**src/hw/rtl/lzw_encoder_variable_width_top_assert.svh**
```systemverilog
// Assertion macros shared by the encoder RTL.
`ifndef LZW_ENCODER_VARIABLE_WIDTH_TOP_ASSERT_SVH
`define LZW_ENCODER_VARIABLE_WIDTH_TOP_ASSERT_SVH
`ifndef ASSERT_OFF
`define LZWE_ASSERT_IMP(label, clk, rst, pre, post) \
   label: assert property (@(posedge clk) disable iff (rst) (pre) |-> (post)) \
      else $error("lzw encoder assertion failed");
`define LZWE_ASSERT_NEXT(label, clk, rst, pre, post) \
   label: assert property (@(posedge clk) disable iff (rst) (pre) |=> (post)) \
      else $error("lzw encoder assertion failed");
`else
`define LZWE_ASSERT_IMP(label, clk, rst, pre, post)
`define LZWE_ASSERT_NEXT(label, clk, rst, pre, post)
`endif
`endif

```
**src/hw/rtl/lzwe_pkg.sv**
```systemverilog
`timescale 1ns / 1ps
`default_nettype none
package lzwe_pkg;
   localparam int MAX_CODE_BITS = 12;
   localparam int HASH_DEPTH    = 8192;
   localparam int HASH_BITS     = $clog2(HASH_DEPTH);
   localparam int CODE_W        = MAX_CODE_BITS;
   localparam int NEXT_W        = MAX_CODE_BITS + 1;
   localparam int LIMIT_W       = MAX_CODE_BITS + 2;
   localparam int WIDTH_W       = 5;
   localparam int ACC_W         = MAX_CODE_BITS + 7;
   localparam int CNT_W         = $clog2(ACC_W + 1);
   localparam int FIRST_CODE    = 256;
   localparam int FIRST_WIDTH   = 9;
   localparam int FIRST_LIMIT   = 512;
   localparam logic [31:0] HASH_MULT = 32'h9E3779B1;

   typedef struct packed {
      logic              valid;
      logic [CODE_W-1:0] prefix;
      logic [7:0]        sym;
      logic [CODE_W-1:0] code;
   } dict_entry_type;

   localparam int ENTRY_W = $bits(dict_entry_type);

   // packer commands from the sequencer
   typedef struct packed {
      logic               append;
      logic [CODE_W-1:0]  code;
      logic [WIDTH_W-1:0] width;
      logic               take;
      logic               take_last;
      logic               flush;
   } pack_cmd_type;

   typedef struct packed {
      logic has_byte;
      logic last_byte;
      logic empty;
      logic slot_free;
   } pack_stat_type;
endpackage
`default_nettype wire

```
**src/hw/rtl/lzwe_packer.sv**
```systemverilog
`timescale 1ns / 1ps
`default_nettype none
module lzwe_packer (
   input  wire logic                    clock,
   input  wire logic                    reset,
   input  wire lzwe_pkg::pack_cmd_type  cmd,
   output lzwe_pkg::pack_stat_type      stat,
   output logic                         rsp_valid,
   input  wire logic                    rsp_ready,
   output logic [7:0]                   rsp_out_byte,
   output logic                         rsp_out_last
);
   logic [lzwe_pkg::ACC_W-1:0] acc_ff, acc_in;
   logic [lzwe_pkg::CNT_W-1:0] cnt_ff, cnt_in;
   logic                       valid_ff, valid_in;
   logic [7:0]                 byte_ff, byte_in;
   logic                       last_ff, last_in;
   logic                       slot_free;

   assign slot_free = !valid_ff || rsp_ready;

   always_comb begin
      acc_in   = acc_ff;
      cnt_in   = cnt_ff;
      valid_in = valid_ff && !rsp_ready;
      byte_in  = byte_ff;
      last_in  = last_ff;
      if (cmd.append) begin
         acc_in = lzwe_pkg::ACC_W'((acc_ff << cmd.width)
                                   | lzwe_pkg::ACC_W'(cmd.code));
         cnt_in = cnt_ff + lzwe_pkg::CNT_W'(cmd.width);
      end else if (cmd.take) begin
         byte_in  = 8'(acc_ff >> (cnt_ff - lzwe_pkg::CNT_W'(8)));
         last_in  = cmd.take_last;
         valid_in = 1'b1;
         cnt_in   = cnt_ff - lzwe_pkg::CNT_W'(8);
      end else if (cmd.flush) begin
         // pad the partial byte with zeros
         byte_in  = 8'(acc_ff << (lzwe_pkg::CNT_W'(8) - cnt_ff));
         last_in  = 1'b1;
         valid_in = 1'b1;
         cnt_in   = '0;
      end
   end

   always_ff @(posedge clock) begin
      if (reset) begin
         cnt_ff   <= '0;
         valid_ff <= 1'b0;
      end else begin
         cnt_ff   <= cnt_in;
         valid_ff <= valid_in;
      end
      acc_ff  <= acc_in;
      byte_ff <= byte_in;
      last_ff <= last_in;
   end

   assign stat.has_byte  = cnt_ff >= lzwe_pkg::CNT_W'(8);
   assign stat.last_byte = cnt_ff == lzwe_pkg::CNT_W'(8);
   assign stat.empty     = cnt_ff == '0;
   assign stat.slot_free = slot_free;
   assign rsp_valid      = valid_ff;
   assign rsp_out_byte   = byte_ff;
   assign rsp_out_last   = last_ff;
endmodule
`default_nettype wire
```
**config.mk**
```make
export PLATFORM = sky130hd
export DESIGN_NAME = lzwe_packer
export DESIGN_NICKNAME = d
export VERILOG_FILES = /design/src/hw/rtl/lzw_encoder_variable_width_top_assert.svh /design/src/hw/rtl/lzwe_pkg.sv /design/src/hw/rtl/lzwe_packer.sv
export SDC_FILE = /design/constraint.sdc
export NUM_CORES = 1
export LEC_CHECK = 0
export BUFFER_PORTS_ARGS = -buffer_cell sky130_fd_sc_hd__buf_2
export CORE_UTILIZATION = 59
export CTS_BUF_LIST = sky130_fd_sc_hd__clkbuf_16
export CTS_CLUSTER_SIZE = 25
export DETAILED_ROUTE_END_ITERATION = 16
export PLACE_DENSITY = 0.9
export REMOVE_ABC_BUFFERS = 1
export SETUP_SLACK_MARGIN = 0.02
export SLEW_MARGIN = 5
export SYNTH_ARGS = -nofsm -noshare
export SYNTH_HDL_FRONTEND = slang
export SYNTH_SLANG_ARGS = --single-unit
```
**constraint.sdc**
```tcl
create_clock -name clock -period 3.8 [get_ports clock]
set_clock_uncertainty 0.1 [all_clocks]
set_input_delay 0 -clock clock [delete_from_list [all_inputs] [get_ports clock]]
set_output_delay 0 -clock clock [all_outputs]
set_load 0.01 [all_outputs]
```
Word level (Yosys, flattened, before mapping)
Cells that the tools add are included.
{ "classes": {"n_eq_ne": 1, "n_shift": 3, "add_sub_neg": 3, "n_lt_le_gt_ge": 1, "n_mux": 10, "n_bitwise": 2, "n_reduce_logical": 8} }
{ "op_table": {"columns": ["operator", "n"], "rows": [
  ["$or 19x12->19", 1],
  ["$shl 19x5->19", 1],
  ["$shl 19x5->8", 1],
  ["$shr 19x5->8", 1],
  ["$mux 8", 2],
  ["$mux 5", 3],
  ["$add 5x5->5", 1],
  ["$eq 5x4->1 const B", 1],
  ["$ge 5x4->1 const B", 1],
  ["$logic_not 5->1", 1],
  ["$mux 1", 5],
  ["$sub 4x5->5 const A", 1],
  ["$sub 5x4->5 const B", 1],
  ["$reduce_bool 3->1", 1],
  ["$logic_not 1->1", 2],
  ["$reduce_and 2->1", 1],
  ["$reduce_bool 2->1", 1],
  ["$logic_and 1x1->1", 1],
  ["$logic_or 1x1->1", 1],
  ["$not 1->1", 1]
]} }
{ "word_totals": {"word_cells": 33, "ff_bits": 34, "out_inout_bits": 14, "inputBits": 24} }

Longest topological paths before layout
Gate-level depths: netlist (run 1).
{ "logic_depth": {"ltp_word": 5, "mapped_depth": 10, "depth_no_buf": 7} }

Least setup slack after synthesis (run 1)
OpenSTA, ideal clock, no wires.
{ "synth_timing": {"path_kind": "reg-to-reg", "from": "register cnt_ff[1] (netlist name)", "to": "register byte_ff[7] (netlist: rsp_out_byte[7]), data pin", "t_arrival_ns": 1.980, "setup_time_ns": 0.262, "setup_slack_ns": 1.458, "required_time_ns": 3.438, "synth_period_minus_slack_ns": 2.342, "n_path_buf": 3, "path_stages_with_launch": 10, "cell_sequence": "dfxtp_1 -> buf_6 -> buf_2 -> inv_1 -> ha_1 -> buf_2 -> mux2_2 -> o21ai_0 -> o21a_1 -> o21ai_0"} }
{ "synth_via": {"elab_chain_cells": 4} }
{ "synth_lines": {"columns": ["element", "line_no", "text"], "rows": [
  ["from (decl)", "lzwe_packer.sv:14", "logic [lzwe_pkg::CNT_W-1:0] cnt_ff, cnt_in;"],
  ["from (signal assigned)", "lzwe_packer.sv:51", "cnt_ff <= cnt_in;"],
  ["$sub 4x5->5", "lzwe_packer.sv:39", "byte_in = 8'(acc_ff << (lzwe_pkg::CNT_W'(8) - cnt_ff));"],
  ["$shl 19x5->8", "lzwe_packer.sv:39", null],
  ["$mux 8", "lzwe_packer.sv:37", "end else if (cmd.flush) begin"],
  ["$mux 8 (*)", "lzwe_packer.sv:32", "end else if (cmd.take) begin"],
  ["to (signal assigned)", "lzwe_packer.sv:55", "byte_ff <= byte_in;"],
  ["to (decl)", "lzwe_packer.sv:16", "logic [7:0] byte_ff, byte_in;"]
]} }
Mark *: on every way between the ends. The rest lies on a longest branch, timed or not. The select of a mux whose other input is x is not followed.
A chain may end at the register's enable or synchronous reset.

Worst setup path in the final report (run 1)
{ "layout_timing": {"from": "register cnt_ff[2] (netlist name)", "to": "register byte_ff[5] (netlist: rsp_out_byte[5]), data pin"} }
Same word-level chain as after synthesis.

==> results of run 1 <==
per-layer routing:
layer / vias to the layer above / part of all wire [%] / GRT usage [%]
met5: - / 0 / 0
met4: 0 / 5.0 / 19.4
met3: 46 / 9.4 / 6.23
met2: 205 / 46 / 51.2
met1: 1435 / 39 / 38.8
li1: 1427 / - / -
synthesized netlist by cell type (4+ instances only):
library cell / count
nand4_1: 4
a221oi_1: 4
clkbuf_1: 8
and3_1: 4
o21bai_1: 7
a21o_1: 5
dfxtp_1: 6
nand2b_1: 9
o211ai_1: 4
nor3_1: 7
nand2_1: 24
o21ai_0: 12
edfxtp_1: 28
nand3_1: 8
a211oi_1: 4
mux4_2: 6
inv_1: 10
o22ai_1: 7
mux2_2: 20
mux2i_1: 44
ha_1: 6
nor2_1: 36
a21oi_1: 25
xnor2_1: 4
buf_2: 13
o21a_1: 4
state kept, by name (all words and copies together), names as in the netlist:
signal and count:
rsp_out_last 1, acc_ff 19, rsp_valid 1, cnt_ff 5, rsp_out_byte 8
power groups by stage:
stage	combinational [mW]	clock (mW)	sequential [mW]
floorplan	0.288	0	0.503
global placement	0.414	0	0.500
detailed placement	0.424	0	0.501
CTS	0.441	0.404	0.494
global route	0.490	0.417	0.501
finish	0.453	0.407	0.496
what timing repair did:
action	CTS	global route
hold buffers	17	0
gates resized for setup	0	0
setup buffers	0	0
endpoints found under the hold margin	19	0
worst paths after layout:
kind                                              from                        end  slack, ns  cells past startpoint
worst max register to register  cnt_ff[2]$_SDFFE_PP0P_  rsp_out_byte[5]$_DFFE_PP_       1.21                      5
worst max-delay path            cnt_ff[2]$_SDFFE_PP0P_  rsp_out_byte[5]$_DFFE_PP_       1.21                      5
worst min-delay path                            cmd[6]       acc_ff[18]$_DFFE_PP_       0.03                      2
worst min register to register    rsp_valid$_SDFF_PP0_       rsp_valid$_SDFF_PP0_       0.48                      3
cell families after synthesis:
group           Yosys count  share of synthesized area, %
simple gates            106                          15.7
compound gates           94                          19.0
mux                      71                          25.2
buf+inv                  40                          6.22
flops                    34                          29.3
fa+ha+maj                 7                          2.90
xor+xnor                  6                          1.60
worst register-to-register path, delay by kind of cell (launching register included):
| family | cells | cell delay (ns) |
|---|---|---|
| simple gates | 1 | 0.11 |
| buf+inv | 1 | 0.46 |
| compound gates | 3 | 0.75 |
| flops | 1 | 0.90 |
through the flow:
step / setup WS, ns / hold slack (ns) / utilization [%]
2_1_floorplan: 0.789 / -0.0282 / -
3_3_place_gp: 1.27 / 0.146 / 65.1
3_5_place_dp: 1.26 / 0.150 / 65.1
4_1_cts: 1.26 / 0.0277 / 71.0
5_1_grt: 1.07 / 0.0686 / 71.0
6_report: 1.21 / 0.0284 / 71.0
final cells by class:
class                      instances  area, µm²
fill                             381       1520
clock buffer                       5        125
tap                               70       87.6
inverter                          12       45.0
timing repair buffer              56        370
multi-input combinational        284       2110
clock inverter                     3       16.3
sequential                        34        961
==> impl_metrics.csv, run 1 <==
group,metric,value,unit
worst_setup_path,start_kind,"flip-flop",
final_layout,syn_to_final_growth,13.4,%
clock_tree,clk-insertion-delay-late,0.28,ns
route,wirelength,8940,µm
pwr,p_clk_share,30.0,%
global_routing,grt_pass1_vias,2957,
placement,port-buffer-count,37,
yosys,netlist.area_leader.share,25.6,%
worst_setup_path,slowest_stage,"dfxtp_1",
placement,hpwl,6060,µm
pwr,intPower,0.887,mW
clock_tree,clkTransAtPathRegs,0.06,ns
floorplan,die_x,76.5,µm
worst_setup_path,cp-end-kind,"flip-flop",
pwr,power_density,365,mW/mm²
pwr,switching_share,34.6,%
yosys,synth-seq-cells,34,
final_layout,drive_gt1_share,19.5,%
yosys,synth_ff_type,"edfxtp_1",
worst_setup_path,critical_path_arrival,2.50,ns
worst_setup_path,worstSetupPathType,"reg -> reg",
final_layout,nNetsFinal,424,
timing,period_share,68.2,%
yosys,yosysTopAreaCell,"edfxtp_1",
route,vias,3113,
worst_setup_path,worstPathCellList,"inv_1 -> a21oi_1 -> nor4_1 -> o21ai_0 -> o211ai_1",
final_layout,num_antenna_cells,0,
final_layout,stdcell_area,0.00372,mm²
clock_tree,clock-sinks,34,
timing,tightest_slew,0.884,ns
clock_tree,htreeDepth,2,
route,drc,0,
worst_setup_path,critPathRequiredTime,3.71,ns
global_routing,antenna_found_initial,0,
pwr,p_total,1.36,mW
floorplan,rows,26,
final_layout,mostFrequentLayoutCell,"mux2i_1",
clock_tree,cts_buffer_depth,2,
yosys,seq_area_frac_synth,29.3,%
worst_setup_path,cp_max_fo,22,
timing,maxSlewHeadroom,41.0,%
final_layout,mostFrequentLayoutCells,"mux2i_1, buf_2, nor2_1",
status,status,"complete, no violations",
timing,tns,0,ns
pwr,p_leak,1.47,nW
yosys,async_reset_ff_share,0,%
route,dr.pass1.iters,8,
yosys,synth_cell_types,60,
global_routing,grt_overflow_total,0,
floorplan,initial_core_util,62.6,%
yosys,ys_warn_count,0,
final_layout,stdcell_count,464,
clock_tree,cts_buffers,5,
route,avgViaCountPerCell,6.71,
min_path,hp-class,"in -> reg",
pwr,switching_power,0.469,mW
global_routing,grt_pass1_wl,14500,µm
yosys,syn_area,0.00328,mm²
clock_tree,cts_tree,"built",
yosys,synth.top_cells.by_area,"edfxtp_1, mux2i_1, mux2_2",
timing,rsz0062_at_grt,"no",
floorplan,dieArea,0.00586,mm²
floorplan,ios,38,
pwr,combPwrFrac,33.4,%
timing,finalHoldViolCount,0,
floorplan,core,0.00524,mm²
route,drt_iter0_drc,400,
floorplan,die_height,76.5,µm
global_routing,grt_usage,31.6,%
route,antenna_left,0,
route,wl_per_cell,19.3,µm
timing,drv_slew,0,
timing,fmax,386,MHz
yosys,syn_avg_cell_area,9.16,µm²
timing,fin_crit,2.59,ns
placement,dp_cells,439,
placement,gp_congestion,0.924,
pwr,vdd_drop_max,265,µV
yosys,synthCells,358,
pwr,power_frac_seq,36.6,%
global_routing,grt_max_degree,34,
worst_setup_path,critical-path-max-stage-delay,0.90,ns
worst_setup_path,cpLargestDelayFamily,"flip-flops",
run,maxCapViolCount,0,
placement,place_area,0.00341,mm²
clock_tree,root_buffer,"clkbuf_16",
worst_setup_path,cp_num_buf_inv,1,
yosys,synth_edf_count,28,
timing,setup_violations,0,
(Power assumes the default switching activity.)
==> inputs of run 2 (changes only) <==
- clock period: 3.8 -> 2.7 ns (I/O delays scaled with it)
==> run 2 against run 1 <==
  * Sequential power is 37% higher
  * Clock power up 38%
  * Critical path depth up 2
  * Cell area grew 0.27%
  * Via count decreased by 2.2%
  * Count of clock-buffer cells in the layout did not move
  * Maximum frequency is 20% higher
  * Worst setup slack got worse by 0.66 ns
==> impl_metrics.csv, run 2 (synthesized netlist as in run 1, its figures left out) <==
group,metric,value,unit
floorplan,core,0.00524,mm²
timing,maxSlewHeadroom,49.0,%
clock_tree,cts_buffer_depth,2,
status,status,"complete, no violations",
clock_tree,clk-insertion-delay-late,0.28,ns
worst_setup_path,timing.rr.end,"cnt_ff[4]$_SDFFE_PP0P_",
timing,worst_hold_slack,0.0329,ns
worst_setup_path,cp_max_fo,33,
clock_tree,htreeDepth,2,
global_routing,grt_overflow_total,0,
floorplan,die_x,76.5,µm
worst_setup_path,reg2reg_from,"cnt_ff[0]$_SDFFE_PP0P_",
route,vias,3044,
global_routing,grt_usage,31.3,%
worst_setup_path,crit_end,"cnt_ff[4]$_SDFFE_PP0P_",
clock_tree,cts_buffers,5,
clock_tree,clkTransAtPathRegs,0.06,ns
final_layout,nNetsFinal,426,
worst_setup_path,path_depth,7,
timing,fin_crit,2.15,ns
timing,period_share,79.7,%
route,wl_per_cell,19.0,µm
final_layout,stdcell_count,466,
timing,tightest_slew,0.763,ns
pwr,vdd_drop_max,426,µV
final_layout,fillers,391,
placement,place_area,0.00343,mm²
min_path,hp-class,"in -> reg",
worst_setup_path,critical_path_arrival,2.25,ns
worst_setup_path,cpLargestDelayFamily,"adder cells",
final_layout,mostFrequentLayoutCell,"mux2i_1",
worst_setup_path,cp_num_buf_inv,1,
route,drt_iter0_drc,265,
floorplan,die_height,76.5,µm
global_routing,grt_pass1_wl,14400,µm
worst_setup_path,worstPathCellList,"buf_4 -> ha_1 -> fa_1 -> a21o_1 -> a21oi_1 -> xnor2_1 -> a211oi_1",
floorplan,ios,38,
worst_setup_path,worstSetupPathType,"reg -> reg",
worst_setup_path,cp-end-kind,"flip-flop",
clock_tree,cts_tree,"built",
floorplan,initial_core_util,62.6,%
timing,setup_violations,0,
final_layout,largest_reg_flops,19,
final_layout,drive_gt1_share,19.9,%
run,maxCapViolCount,0,
placement,port-buffer-count,37,
timing,rsz0062_at_grt,"no",
pwr,power_density,509,mW/mm²
worst_setup_path,critPathRequiredTime,2.80,ns
worst_setup_path,crit_path_start,"cnt_ff[0]$_SDFFE_PP0P_",
placement,gp_congestion,0.977,
final_layout,stdcell_area,0.00373,mm²
worst_setup_path,start_kind,"flip-flop",
timing,finalHoldViolCount,0,
final_layout,num_antenna_cells,0,
worst_setup_path,r2r_slack,0.55,ns
pwr,p_leak,1.49,nW
clock_tree,clock-sinks,34,
timing,tns,0,ns
worst_setup_path,critical-path-max-stage-delay,0.42,ns
route,drc,0,
final_layout,utilization,71.2,%
route,antenna_left,0,
worst_setup_path,slowest_stage,"fa_1",
final_layout,syn_to_final_growth,13.7,%
floorplan,rows,26,
clock_tree,post_cts_buffers,0,
route,avgViaCountPerCell,6.53,
global_routing,grt_max_degree,34,
final_layout,mostFrequentLayoutCells,"mux2i_1, buf_2, nor2_1",
placement,dp_cells,442,
route,wirelength,8850,µm
timing,drv_slew,0,
route,dr.pass1.iters,6,
floorplan,dieArea,0.00586,mm²
placement,dp_slack,0.619,ns
worst_setup_path,rr_worst_depth,7,
clock_tree,root_buffer,"clkbuf_16",
timing,worst_slack,0.549,ns
placement,hpwl,6110,µm
global_routing,grt_pass1_vias,2895,
final_layout,regMostFlops,"acc_ff",
timing,fmax,465,MHz
global_routing,antenna_found_initial,0,
pwr,p_total,1.90,mW
==> run 2: cell types whose count changed in the layout (fill, tap and decap cells not counted), sizes merged <==
| cell | delta |
|---|---|
| buf | +3 |
| clkinv | -2 |
| clkinvlp | -1 |
| dlygate4sd3 | -1 |
| inv | +3 |
==> run 2: power breakdown <==
part	internal [mW]	switching, mW	total [mW]
clock	0.336	0.224	0.560
combinational	0.287	0.371	0.658
sequential	0.629	0.0526	0.681
==> run 2: layout make-up <==
class	instances	area, µm²	share of cell area [%]
tap	70	87.6	2.35
inverter	12	45.0	1.21
clock buffer	5	125	3.36
sequential	34	961	25.8
multi-input combinational	284	2110	56.7
clock inverter	3	13.8	0.369
timing repair buffer	58	383	10.3
==> run 2: worst min path at each step <==
stage	cells past startpoint	startpoint	slack [ns]	endpoint
2_1_floorplan	1	reset	-0.03	rsp_valid$_SDFF_PP0_
3_3_place_gp	2	reset	0.14	rsp_valid$_SDFF_PP0_
3_5_place_dp	2	reset	0.15	cnt_ff[1]$_SDFFE_PP0P_
4_1_cts	4	rsp_ready	0.02	rsp_valid$_SDFF_PP0_
5_1_grt	2	cmd[6]	0.03	acc_ff[18]$_DFFE_PP_
6_report	2	cmd[6]	0.03	acc_ff[18]$_DFFE_PP_
==> run 2: what timing repair did <==
| item | CTS | global route |
|---|---|---|
| hold buffers | 16 | 0 |
| endpoints found under the hold margin | 19 | 0 |
| gates resized for setup | 0 | 0 |
==> run 2: per-layer routing <==
layer	up-vias	wire length (µm)	GRT usage [%]
met1	1407	3600	39.3
met3	28	649	5.87
met5	-	0	0
li1	1427	-	-
met4	0	325	15.4
met2	182	4270	51.4
